**config.mk**
```make
export PLATFORM = sky130hd
export DESIGN_NAME = object_pool_allocator_unit
export DESIGN_NICKNAME = d
export VERILOG_FILES = /design/src/opa_pkg.sv /design/src/opa_front.sv /design/src/opa_cmd_fifo.sv /design/src/opa_back.sv /design/src/object_pool_allocator_unit.sv
export SDC_FILE = /design/constraint.sdc
export NUM_CORES = 1
export LEC_CHECK = 0
export BUFFER_PORTS_ARGS = -buffer_cell sky130_fd_sc_hd__buf_4
export CAP_MARGIN = 10
export CORE_MARGIN = 2
export CORE_UTILIZATION = 33
export CTS_BUF_LIST = sky130_fd_sc_hd__clkbuf_8
export CTS_CLUSTER_DIAMETER = 150
export CTS_CLUSTER_SIZE = 20
export DETAILED_ROUTE_END_ITERATION = 12
export GPL_TIMING_DRIVEN = 0
export PLACE_DENSITY = 0.5
export SYNTH_ARGS = -nofsm -noshare
export SYNTH_HDL_FRONTEND = slang
export SYNTH_SLANG_ARGS = --single-unit
```
**constraint.sdc**
```tcl
create_clock -name clk_i -period 7.5 [get_ports clk_i]
set_clock_uncertainty 0.05 [all_clocks]
set_input_delay 1.5 -clock clk_i [delete_from_list [all_inputs] [get_ports clk_i]]
set_output_delay 1.5 -clock clk_i [all_outputs]
set_load 0.03 [all_outputs]
```
**src/opa_pkg.sv**
```systemverilog
// Shared types and constants for the object pool allocator.
// No dependencies; every other file but src/opa_checker.sv imports this package.
`timescale 1ns / 1ps

package opa_pkg;

  localparam int POOL_DEPTH = 16;
  localparam int ID_W       = 4;
  localparam int CNT_W      = 5;
  localparam int PTR_W      = $clog2(POOL_DEPTH);

  localparam int APB_AW     = 3;
  localparam int APB_DW     = 32;

  // register index of max_objects
  localparam logic [APB_AW-3:0] REG_MAX_OBJECTS = '0;
  localparam logic [CNT_W-1:0]  MAX_OBJECTS_RST = CNT_W'(POOL_DEPTH);

  typedef enum logic {
    KIND_ACQUIRE = 1'b0,
    KIND_RELEASE = 1'b1
  } kind_e;

  // classified word handed from front to back
  typedef struct packed {
    kind_e           kind;
    logic [ID_W-1:0] id;
  } cmd_t;

  typedef struct packed {
    logic             accepted;
    logic [ID_W-1:0]  granted_id;
    logic             newly_created;
    logic [CNT_W-1:0] free_count;
    logic [CNT_W-1:0] busy_count;
    logic [CNT_W-1:0] created_count;
  } result_t;

endpackage

```
**src/opa_front.sv**
```systemverilog
// Front end: takes input words, decodes the operation and registers it.
// Depends on opa_pkg.
`timescale 1ns / 1ps

module opa_front (
  input  logic                      clk_i,
  input  logic                      rst_ni,
  input  logic                      in_valid_i,
  output logic                      in_ready_o,
  input  logic                      kind_i,
  input  logic [opa_pkg::ID_W-1:0]  object_id_i,
  output logic                      cmd_valid_o,
  output opa_pkg::cmd_t             cmd_o,
  input  logic                      cmd_ready_i
);
  import opa_pkg::*;

  logic valid_q, valid_d;
  cmd_t cmd_q, cmd_d;
  logic take;

  assign in_ready_o = !valid_q || cmd_ready_i;
  assign take       = in_valid_i && in_ready_o;

  always_comb begin
    valid_d = valid_q;
    cmd_d   = cmd_q;
    if (cmd_valid_o && cmd_ready_i) begin
      valid_d = 1'b0;
    end
    if (take) begin
      valid_d = 1'b1;
      if (kind_i) begin
        cmd_d.kind = KIND_RELEASE;
        cmd_d.id   = object_id_i;
      end else begin
        // id means nothing for an acquire
        cmd_d.kind = KIND_ACQUIRE;
        cmd_d.id   = '0;
      end
    end
  end

  always_ff @(posedge clk_i or negedge rst_ni) begin
    if (!rst_ni) begin
      valid_q <= 1'b0;
    end else begin
      valid_q <= valid_d;
    end
  end

  always_ff @(posedge clk_i) begin
    cmd_q <= cmd_d;
  end

  assign cmd_valid_o = valid_q;
  assign cmd_o       = cmd_q;

endmodule

```
**src/opa_cmd_fifo.sv**
```systemverilog
// Two-entry queue between front and back so each side stalls on its own.
// Depends on opa_pkg.
`timescale 1ns / 1ps

module opa_cmd_fifo (
  input  logic          clk_i,
  input  logic          rst_ni,
  input  logic          push_valid_i,
  output logic          push_ready_o,
  input  opa_pkg::cmd_t push_cmd_i,
  output logic          pop_valid_o,
  input  logic          pop_ready_i,
  output opa_pkg::cmd_t pop_cmd_o
);
  import opa_pkg::*;

  localparam int Depth = 2;

  cmd_t       slot_q [Depth];
  logic       wr_ptr_q, wr_ptr_d;
  logic       rd_ptr_q, rd_ptr_d;
  logic [1:0] cnt_q, cnt_d;
  logic       push, pop;

  assign push_ready_o = (cnt_q != 2'(Depth));
  assign pop_valid_o  = (cnt_q != 2'd0);
  assign push         = push_valid_i && push_ready_o;
  assign pop          = pop_valid_o && pop_ready_i;
  assign pop_cmd_o    = slot_q[rd_ptr_q];

  always_comb begin
    wr_ptr_d = push ? ~wr_ptr_q : wr_ptr_q;
    rd_ptr_d = pop  ? ~rd_ptr_q : rd_ptr_q;
    cnt_d    = cnt_q;
    if (push && !pop) begin
      cnt_d = cnt_q + 2'd1;
    end else if (pop && !push) begin
      cnt_d = cnt_q - 2'd1;
    end
  end

  always_ff @(posedge clk_i or negedge rst_ni) begin
    if (!rst_ni) begin
      wr_ptr_q <= 1'b0;
      rd_ptr_q <= 1'b0;
      cnt_q    <= 2'd0;
    end else begin
      wr_ptr_q <= wr_ptr_d;
      rd_ptr_q <= rd_ptr_d;
      cnt_q    <= cnt_d;
    end
  end

  always_ff @(posedge clk_i) begin
    if (push) begin
      slot_q[wr_ptr_q] <= push_cmd_i;
    end
  end

endmodule

```
**src/opa_back.sv**
```systemverilog
// Back end: free queue, in-use marks, counters and the result register.
// Depends on opa_pkg.
`timescale 1ns / 1ps

module opa_back (
  input  logic                       clk_i,
  input  logic                       rst_ni,
  input  logic [opa_pkg::CNT_W-1:0]  max_objects_i,
  input  logic                       cmd_valid_i,
  output logic                       cmd_ready_o,
  input  opa_pkg::cmd_t              cmd_i,
  output logic                       res_valid_o,
  input  logic                       res_ready_i,
  output opa_pkg::result_t           res_o
);
  import opa_pkg::*;

  logic [ID_W-1:0]       free_q [POOL_DEPTH];
  logic [PTR_W-1:0]      head_q, head_d;
  logic [PTR_W-1:0]      tail_q, tail_d;
  logic [CNT_W-1:0]      fill_q, fill_d;
  logic [CNT_W-1:0]      minted_q, minted_d;
  logic [CNT_W-1:0]      busy_q, busy_d;
  logic [POOL_DEPTH-1:0] marks_q, marks_d;
  logic                  res_valid_q, res_valid_d;
  result_t               res_q, res_d;

  logic             take;
  logic [CNT_W-1:0] limit;
  logic [ID_W-1:0]  head_id;
  logic             push;

  assign cmd_ready_o = !res_valid_q || res_ready_i;
  assign take        = cmd_valid_i && cmd_ready_o;
  assign head_id     = free_q[head_q];
  assign limit       = (max_objects_i > CNT_W'(POOL_DEPTH)) ? CNT_W'(POOL_DEPTH)
                                                             : max_objects_i;

  always_comb begin
    head_d      = head_q;
    tail_d      = tail_q;
    fill_d      = fill_q;
    minted_d    = minted_q;
    busy_d      = busy_q;
    marks_d     = marks_q;
    res_valid_d = res_valid_q;
    res_d       = res_q;
    push        = 1'b0;

    if (res_valid_q && res_ready_i) begin
      res_valid_d = 1'b0;
    end

    if (take) begin
      res_valid_d         = 1'b1;
      res_d.accepted      = 1'b0;
      res_d.granted_id    = '0;
      res_d.newly_created = 1'b0;
      case (cmd_i.kind)
        KIND_ACQUIRE: begin
          if (fill_q != '0) begin
            // reuse the oldest freed id
            res_d.accepted   = 1'b1;
            res_d.granted_id = head_id;
            marks_d[head_id] = 1'b1;
            head_d = (head_q == PTR_W'(POOL_DEPTH - 1)) ? '0 : head_q + PTR_W'(1);
            fill_d = fill_q - CNT_W'(1);
            busy_d = busy_q + CNT_W'(1);
          end else if (minted_q < limit) begin
            res_d.accepted      = 1'b1;
            res_d.granted_id    = minted_q[ID_W-1:0];
            res_d.newly_created = 1'b1;
            marks_d[minted_q[ID_W-1:0]] = 1'b1;
            minted_d = minted_q + CNT_W'(1);
            busy_d   = busy_q + CNT_W'(1);
          end
        end
        KIND_RELEASE: begin
          // a release of an id not in use is refused and dropped
          if (marks_q[cmd_i.id] && (fill_q < CNT_W'(POOL_DEPTH))) begin
            res_d.accepted   = 1'b1;
            marks_d[cmd_i.id] = 1'b0;
            push   = 1'b1;
            tail_d = (tail_q == PTR_W'(POOL_DEPTH - 1)) ? '0 : tail_q + PTR_W'(1);
            fill_d = fill_q + CNT_W'(1);
            busy_d = busy_q - CNT_W'(1);
          end
        end
        default: begin
          res_d.accepted = 1'b0;
        end
      endcase
      res_d.free_count    = fill_d;
      res_d.busy_count    = busy_d;
      res_d.created_count = minted_d;
    end
  end

  always_ff @(posedge clk_i or negedge rst_ni) begin
    if (!rst_ni) begin
      head_q      <= '0;
      tail_q      <= '0;
      fill_q      <= '0;
      minted_q    <= '0;
      busy_q      <= '0;
      marks_q     <= '0;
      res_valid_q <= 1'b0;
    end else begin
      head_q      <= head_d;
      tail_q      <= tail_d;
      fill_q      <= fill_d;
      minted_q    <= minted_d;
      busy_q      <= busy_d;
      marks_q     <= marks_d;
      res_valid_q <= res_valid_d;
    end
  end

  always_ff @(posedge clk_i) begin
    res_q <= res_d;
    if (push) begin
      free_q[tail_q] <= cmd_i.id;
    end
  end

  assign res_valid_o = res_valid_q;
  assign res_o       = res_q;

endmodule

```
**src/object_pool_allocator_unit.sv**
```systemverilog
// Object pool allocator: hands out and takes back object ids from a pool.
// A word is registered in the front end, queued in the command FIFO and
// its result registered in the back end. Throughput: one word per cycle
// without a stall; the free queue is read and written once per cycle there.
// Reset: asynchronous active low; pool empty, nothing minted, limit 16.
// Depends on opa_pkg, opa_front, opa_cmd_fifo, opa_back.
`timescale 1ns / 1ps

module object_pool_allocator_unit (
  input  logic                        clk_i,
  input  logic                        rst_ni,
  input  logic                        psel,
  input  logic                        penable,
  input  logic                        pwrite,
  input  logic [opa_pkg::APB_AW-1:0]  paddr,
  input  logic [opa_pkg::APB_DW-1:0]  pwdata,
  output logic [opa_pkg::APB_DW-1:0]  prdata,
  output logic                        pready,
  input  logic                        in_valid_i,
  output logic                        in_ready_o,
  input  logic                        kind_i,
  input  logic [opa_pkg::ID_W-1:0]    object_id_i,
  output logic                        out_valid_o,
  input  logic                        out_ready_i,
  output logic                        accepted_o,
  output logic [opa_pkg::ID_W-1:0]    granted_id_o,
  output logic                        newly_created_o,
  output logic [opa_pkg::CNT_W-1:0]   free_count_o,
  output logic [opa_pkg::CNT_W-1:0]   busy_count_o,
  output logic [opa_pkg::CNT_W-1:0]   created_count_o
);
  import opa_pkg::*;

  logic [CNT_W-1:0] max_objects_q;
  logic             reg_hit;
  logic             front_valid, front_ready;
  cmd_t             front_cmd;
  logic             fifo_valid, fifo_ready;
  cmd_t             fifo_cmd;
  result_t          res;

  // config register
  assign pready  = 1'b1;
  assign reg_hit = (paddr[APB_AW-1:2] == REG_MAX_OBJECTS);
  assign prdata  = reg_hit ? APB_DW'(max_objects_q) : '0;

  always_ff @(posedge clk_i or negedge rst_ni) begin
    if (!rst_ni) begin
      max_objects_q <= MAX_OBJECTS_RST;
    end else if (psel && penable && pwrite && reg_hit) begin
      max_objects_q <= pwdata[CNT_W-1:0];
    end
  end

  opa_front u_front (
    .clk_i       (clk_i),
    .rst_ni      (rst_ni),
    .in_valid_i  (in_valid_i),
    .in_ready_o  (in_ready_o),
    .kind_i      (kind_i),
    .object_id_i (object_id_i),
    .cmd_valid_o (front_valid),
    .cmd_o       (front_cmd),
    .cmd_ready_i (front_ready)
  );

  opa_cmd_fifo u_fifo (
    .clk_i        (clk_i),
    .rst_ni       (rst_ni),
    .push_valid_i (front_valid),
    .push_ready_o (front_ready),
    .push_cmd_i   (front_cmd),
    .pop_valid_o  (fifo_valid),
    .pop_ready_i  (fifo_ready),
    .pop_cmd_o    (fifo_cmd)
  );

  opa_back u_back (
    .clk_i         (clk_i),
    .rst_ni        (rst_ni),
    .max_objects_i (max_objects_q),
    .cmd_valid_i   (fifo_valid),
    .cmd_ready_o   (fifo_ready),
    .cmd_i         (fifo_cmd),
    .res_valid_o   (out_valid_o),
    .res_ready_i   (out_ready_i),
    .res_o         (res)
  );

  assign accepted_o      = res.accepted;
  assign granted_id_o    = res.granted_id;
  assign newly_created_o = res.newly_created;
  assign free_count_o    = res.free_count;
  assign busy_count_o    = res.busy_count;
  assign created_count_o = res.created_count;

endmodule

```
==> flow_summary_export.csv, run 1 <==
group,metric,value,unit
status,run_status,"complete, no violations",
synthesis,synth.top_cell.area_share,0.407,
detailed_routing,detail_route.wl_per_cell,17.2,um
pwr,swShare,0.422,
layout,layout-drive-gt1-share,0.216,
timing,max_slew_margin,0.256,
clock_network,path_clk_slew,0.08,ns
pwr,ir_worst_vdd,0.145,mV
synthesis,synth_top_family_by_area,"simple AND/OR/NAND/NOR gates",
detailed_routing,num_vias,4929,
worst_hold_path,holdCritPathClass,"register to register",
layout,fin_nets,746,
timing,fin_hold_ws,0.402,ns
synthesis,synth-xor-area-share,0.0285,
worst_setup_path,r2r-end,"u_back.free_q[3][0]",
clock_network,cts_tree,"yes",
synthesis,yosys_warnings,0,
timing,max_freq,0.264,GHz
clock_network,ctsResizeCount,0,
clock_network,clk_latency,0.47,ns
grt,grt_util_all_layers,0.144,
pwr,p_seq_frac,0.374,
clock_network,clockBufferDepth,2,
worst_setup_path,crit_fanout,17,
floorplanning,start_util,0.337,
detailed_routing,wl,16700,um
timing,finalSetupTns,0,ns
flow_run,max_cap_viol_count,0,
detailed_routing,ant_nets,0,
detailed_routing,drcViolationCount,0,
pwr,leakage,3.29,nW
timing,drv_slew,0,
timing,period_needed,3.79,ns
synthesis,synthArstFlopShare,0.333,
grt,grt_max_degree,51,
floorplanning,core,21900,sq um
clock_network,cts_root_buffer,"clkbuf_8",
pwr,p_clk_frac,0.159,
grt,grt_pass1_vias,4721,
worst_setup_path,reg2reg_depth,8,
layout,final_util,0.390,
synthesis,synth_mux_area_frac,0.0888,
synthesis,yosysMostFrequentCell,"edfxtp_1",
synthesis,syn_area,7380,sq um
worst_hold_path,worstHoldStart,"u_front.cmd_o[1]",
synthesis,synthTopCellsByCount,"edfxtp_1 (100), dfrtp_1 (49), nand2_1 (43), nor2_1 (38)",
placed_design,dp_hpwl,12200,um
timing,rsz0062_at_grt,"no",
timing,setup_ws,3.71,ns
synthesis,synth_top_area_cell,"edfxtp_1",
grt,grt_pass1_wl,26300,um
layout,area_growth_syn_to_layout,15.7,%
clock_network,cts_sinks,150,
detailed_routing,routed_via_density,5.07,
timing,finalSetupViolCount,0,
timing,min_period_over_period,0.505,
synthesis,yosysSeqAreaShare,0.577,
clock_network,ctsHoldBuffers,0,
worst_setup_path,worst_setup_path_start_kind,"register",
worst_hold_path,min_to,"u_fifo.slot_q[1][1]",
synthesis,ys_ff_latch,150,
clock_network,numCtsBuffers,17,
synthesis,synthCells,587,
floorplanning,pin_count,103,
worst_hold_path,whs_path_depth,0,
synthesis,synth_compound_area_frac,0.0977,
worst_setup_path,worstReg2RegStart,"u_fifo.slot_q[0][1]",
synthesis,synth_ff_type,"edfxtp_1",
layout,regArea,4260,sq um
worst_setup_path,required,7.52,ns
synthesis,synth_simple_gate_area_share,0.121,
floorplanning,die_h,154,um
synthesis,synth_edf_count,100,
placed_design,io_buffers,45,
pwr,power_density,417,nW/um^2
floorplanning,placementRows,54,
clock_network,cts_setup_buffers,0,
worst_setup_path,cp_data_arrival_time,3.81,ns
pwr,combPwrFrac,0.467,
synthesis,synth.avg_cell_area,12.6,sq um
layout,fillers,2118,
pwr,power,3.56,mW
placed_design,gp_congestion,0.861,
worst_setup_path,startpoint,"u_fifo.slot_q[0][1]",
synthesis,synthDistinctLibCells,63,
worst_setup_path,worst-r2r-setup-slack,3.71,ns
detailed_routing,first_iter_violations,452,
worst_setup_path,cp-end-kind,"register",
layout,diodes,0,
synthesis,synth_adder_area_share,0.0322,
pwr,power.internal,2.06,mW
floorplanning,die-area,23600,sq um
placed_design,place_ws,3.17,ns
timing,max_slew.worst_pin.slew,1.10,ns
synthesis,synth_area_leaders,"edfxtp_1 (41%), dfrtp_1 (17%), mux4_2 (5.2%), ha_1 (3.2%), buf_4 (3.1%)",
worst_setup_path,worstSetupPathType,"register to register",
timing,hold_viol,0,
detailed_routing,drt_pass1_iterations,5,
grt,overflow,0,
floorplanning,die_width,154,um
clock_network,htree_levels,4,
grt,antenna_found_initial,0,
pwr,switchingPower,1.50,mW
layout,multi_input_area,2820,sq um
## layer usage
layer,GRT usage,share of wire,vias to the layer above
li1,-,-,2330
met2,0.214,0.46,167
met3,0.0327,0.054,25
met5,0,0,-
met1,0.202,0.46,2407
met4,0.0655,0.023,0
## through the flow
| step | cell area (sq um) | instances |
|---|---|---|
| 2_1_floorplan | 7480 | 613 |
| 3_3_place_gp | 8170 | 938 |
| 3_5_place_dp | 8180 | 940 |
| 4_1_cts | 8530 | 972 |
| 5_1_grt | 8540 | 973 |
| 6_report | 8540 | 973 |
## placed cells by master (no fill, tap or decap), types with 14 or more instances in the layout
master and n:
inv_1 24, buf_4 76, clkbuf_8 17, nand3_1 17, o21ai_0 29, o31ai_1 14
mux4_2 17, nand2_1 43, nor2_1 38, xnor2_1 17, ha_1 19, nor3_1 15
dfrtp_1 49, edfxtp_1 100, conb_1 28
## critical path: stages (launching register included)
cell,delay [ns]
edfxtp_1,0.44
nor2b_1,0.18
a21oi_1,0.34
inv_1,0.37
mux4_2,0.33
o221a_1,0.25
nand3_1,0.15
clkbuf_1,0.31
nor4b_1,0.96
## kinds of logic after synthesis
logic type      Yosys count
buf+inv                  74
xor+xnor                 24
other cells               2
simple gates            171
fa+ha+maj                19
mux                      42
flops                   150
compound gates          105
## registers in the layout, indices dropped and copies added (netlist names)
signal and cells:
u_back.res_valid_o 1, u_fifo.wr_ptr_q 1, u_fifo.cnt_q 2, u_back.free_q 64, u_front.cmd_o 5, u_fifo.rd_ptr_q 1, u_back.res_o 21, max_objects_q 5
u_back.minted_q 5, u_back.fill_q 5, u_back.marks_q 16, u_front.cmd_valid_o 1, u_fifo.slot_q 10, u_back.head_q 4, u_back.busy_q 5, u_back.tail_q 4
## cell type report
type                    instances  share of cell area
repair buffers                 48              0.0422
well taps                     280              0.0410
flip-flops and latches        150               0.499
clock buffers                  17              0.0274
inverters                      22             0.00967
clock inverters                15              0.0132
plain buffers                  52              0.0372
multi-input cells             389               0.331
## worst max path at each step
stage,endpoint,cells after the start
finish,u_back.free_q[3][0],8
global route,u_back.free_q[3][0],8
detailed placement,u_back.free_q[1][3],7
floorplan,prdata[0],1
global placement,u_back.free_q[0][3],7
CTS,u_back.free_q[1][2],8
## power groups by stage
stage | logic [mW] | clock network, mW | registers (mW)
floorplan | 1.07 | 0 | 1.43
global placement | 1.62 | 0 | 1.34
detailed placement | 1.66 | 0 | 1.35
CTS | 1.67 | 0.584 | 1.33
global route | 1.82 | 0.616 | 1.36
finish | 1.66 | 0.564 | 1.33
(Power assumes the default switching activity.)
==> run 2, diff against run 1 <==
- clock period: 7.5 -> 3.7 ns (I/O delays scaled with it)
==> run 2 against run 1 <==
Net effect: combinational power is 110% higher; worst setup slack worse by 3.5 ns; non-clock buffer count is 1 lower; core utilization is 0.21 points higher; die area stayed put; sequential cell count stayed put; sequential share of layout area is 0.26 points lower; largest cell class unchanged; fmax is 9.8% higher; hold slack worse by 0.15 ns; routed wire length is 0.37% higher; clock-buffer cell count stayed put; register-to-register slack worse by 3.5 ns.
==> flow_summary_export.csv, run 2 (same netlist as run 1, synthesis figures left out) <==
group,metric,value,unit
status,run_status,"complete, no violations",
layout,max_flop_register,"u_back.free_q",
floorplanning,die_width,154,um
flow_run,max_cap_viol_count,0,
worst_setup_path,startpoint,"u_fifo.slot_q[1][0]",
clock_network,cts_sinks,150,
worst_hold_path,holdCritPathClass,"input pin to async pin",
detailed_routing,first_iter_violations,407,
placed_design,dp_hpwl,12200,um
clock_network,cts_tree,"yes",
worst_setup_path,reg2reg_depth,7,
detailed_routing,drcViolationCount,0,
timing,max_slew_margin,0.449,
grt,grt_pass1_wl,26300,um
layout,fin_nets,745,
floorplanning,core,21900,sq um
worst_setup_path,crit_fanout,10,
detailed_routing,wl,16800,um
detailed_routing,drt_pass1_iterations,5,
clock_network,htree_levels,4,
clock_network,cts_setup_buffers,0,
detailed_routing,num_vias,4926,
timing,max_slew.worst_pin.slew,0.825,ns
layout,final_common_cell,"edfxtp_1",
worst_setup_path,worstSetupPathType,"register to register",
detailed_routing,routed_via_density,5.07,
timing,max_freq,0.290,GHz
worst_setup_path,r2r-end,"u_back.free_q[0][2]",
worst_setup_path,worstReg2RegStart,"u_fifo.slot_q[1][0]",
grt,grt_pass1_vias,4705,
placed_design,place_ws,-0.223,ns
timing,hold_viol,0,
clock_network,cts_root_buffer,"clkbuf_8",
layout,diodes,0,
clock_network,numCtsBuffers,17,
pwr,ir_worst_vdd,0.293,mV
layout,largest_reg_flops,64,
timing,drv_slew,0,
floorplanning,die-area,23600,sq um
floorplanning,die_h,154,um
layout,area_growth_syn_to_layout,16.3,%
timing,rsz0062_at_grt,"no",
layout,postLayoutCellArea,8580,sq um
clock_network,clk_latency,0.46,ns
pwr,power_density,845,nW/um^2
layout,layout_common_cells,"edfxtp_1 (100), buf_4 (76), dfrtp_1 (49)",
placed_design,gp_congestion,0.861,
worst_setup_path,worst_setup_path_start_kind,"register",
clock_network,path_clk_slew,0.09,ns
detailed_routing,detail_route.wl_per_cell,17.2,um
worst_setup_path,required,3.86,ns
clock_network,clockBufferDepth,2,
grt,antenna_found_initial,0,
worst_setup_path,worst-r2r-setup-slack,0.25,ns
layout,final_cells,972,
timing,finalSetupViolCount,0,
timing,period_needed,3.45,ns
placed_design,placed_area,8180,sq um
grt,grt_util_all_layers,0.144,
layout,fillers,2111,
timing,min_period_over_period,0.932,
placed_design,io_buffers,45,
pwr,leakage,3.29,nW
layout,layout-drive-gt1-share,0.227,
floorplanning,placementRows,54,
placed_design,dp.cells,940,
floorplanning,pin_count,103,
worst_setup_path,cp-end-kind,"register",
grt,grt_max_degree,51,
detailed_routing,ant_nets,0,
floorplanning,start_util,0.337,
timing,setup_ws,0.250,ns
worst_setup_path,cp_data_arrival_time,3.61,ns
grt,overflow,0,
-- run 2: stage by stage --
stage / utilization / hold WS, ns / TNS, ns / power (mW)
floorplan: - / 0.371 / 0 / 5.06
global placement: 0.373 / 0.380 / -1.85 / 6.00
detailed placement: 0.374 / 0.389 / -1.70 / 6.09
CTS: 0.391 / 0.265 / 0 / 7.28
global route: 0.392 / 0.294 / 0 / 7.74
finish: 0.392 / 0.256 / 0 / 7.25
-- run 2: metal layers --
layer	vias to the layer above	track usage	wire [um]
li1	2334	-	-
met3	20	0.0395	1130
met2	176	0.216	7710
met1	2396	0.202	7650
met5	-	0	0
met4	0	0.0507	257
-- run 2: final cells by class --
| class | count | area, sq um | share of cell area |
|---|---|---|---|
| clock buffers | 17 | 234 | 0.0273 |
| flip-flops and latches | 150 | 4260 | 0.496 |
| plain buffers | 52 | 318 | 0.0370 |
| repair buffers | 47 | 355 | 0.0414 |
| well taps | 280 | 350 | 0.0408 |
| inverters | 22 | 82.6 | 0.00962 |
| multi-input cells | 389 | 2870 | 0.335 |
| clock inverters | 15 | 113 | 0.0131 |
-- run 2: worst max path at each step --
stage | slack [ns] | cells after the start | end
finish | 0.25 | 7 | u_back.free_q[0][2]
global route | 0.06 | 8 | u_back.free_q[7][0]
CTS | 0.08 | 9 | u_back.free_q[5][3]
detailed placement | -0.22 | 8 | u_back.free_q[1][3]
global placement | -0.25 | 8 | u_back.free_q[0][3]
floorplan | 0.87 | 8 | u_back.free_q[1][0]
-- run 2: timing repair --
action	CTS	global route
hold buffers	0	0
endpoints found under the setup margin	18	19
resized for setup	5	4
-- run 2: report_power, final --
part           switching [mW]  total [mW]  internal [mW]
logic                    2.16        3.41           1.25
clock network           0.624        1.14          0.519
registers               0.282        2.70           2.42
total                    3.07        7.25           4.18
-- run 2: worst max-delay path: stages (launching register included) --
cell	delay, ns
edfxtp_1	0.50
mux2i_2	0.59
mux4_2	0.60
o221a_1	0.30
nand3_1	0.16
clkbuf_1	0.55
nor4b_2	0.15
clkdlybuf4s18_2	0.29
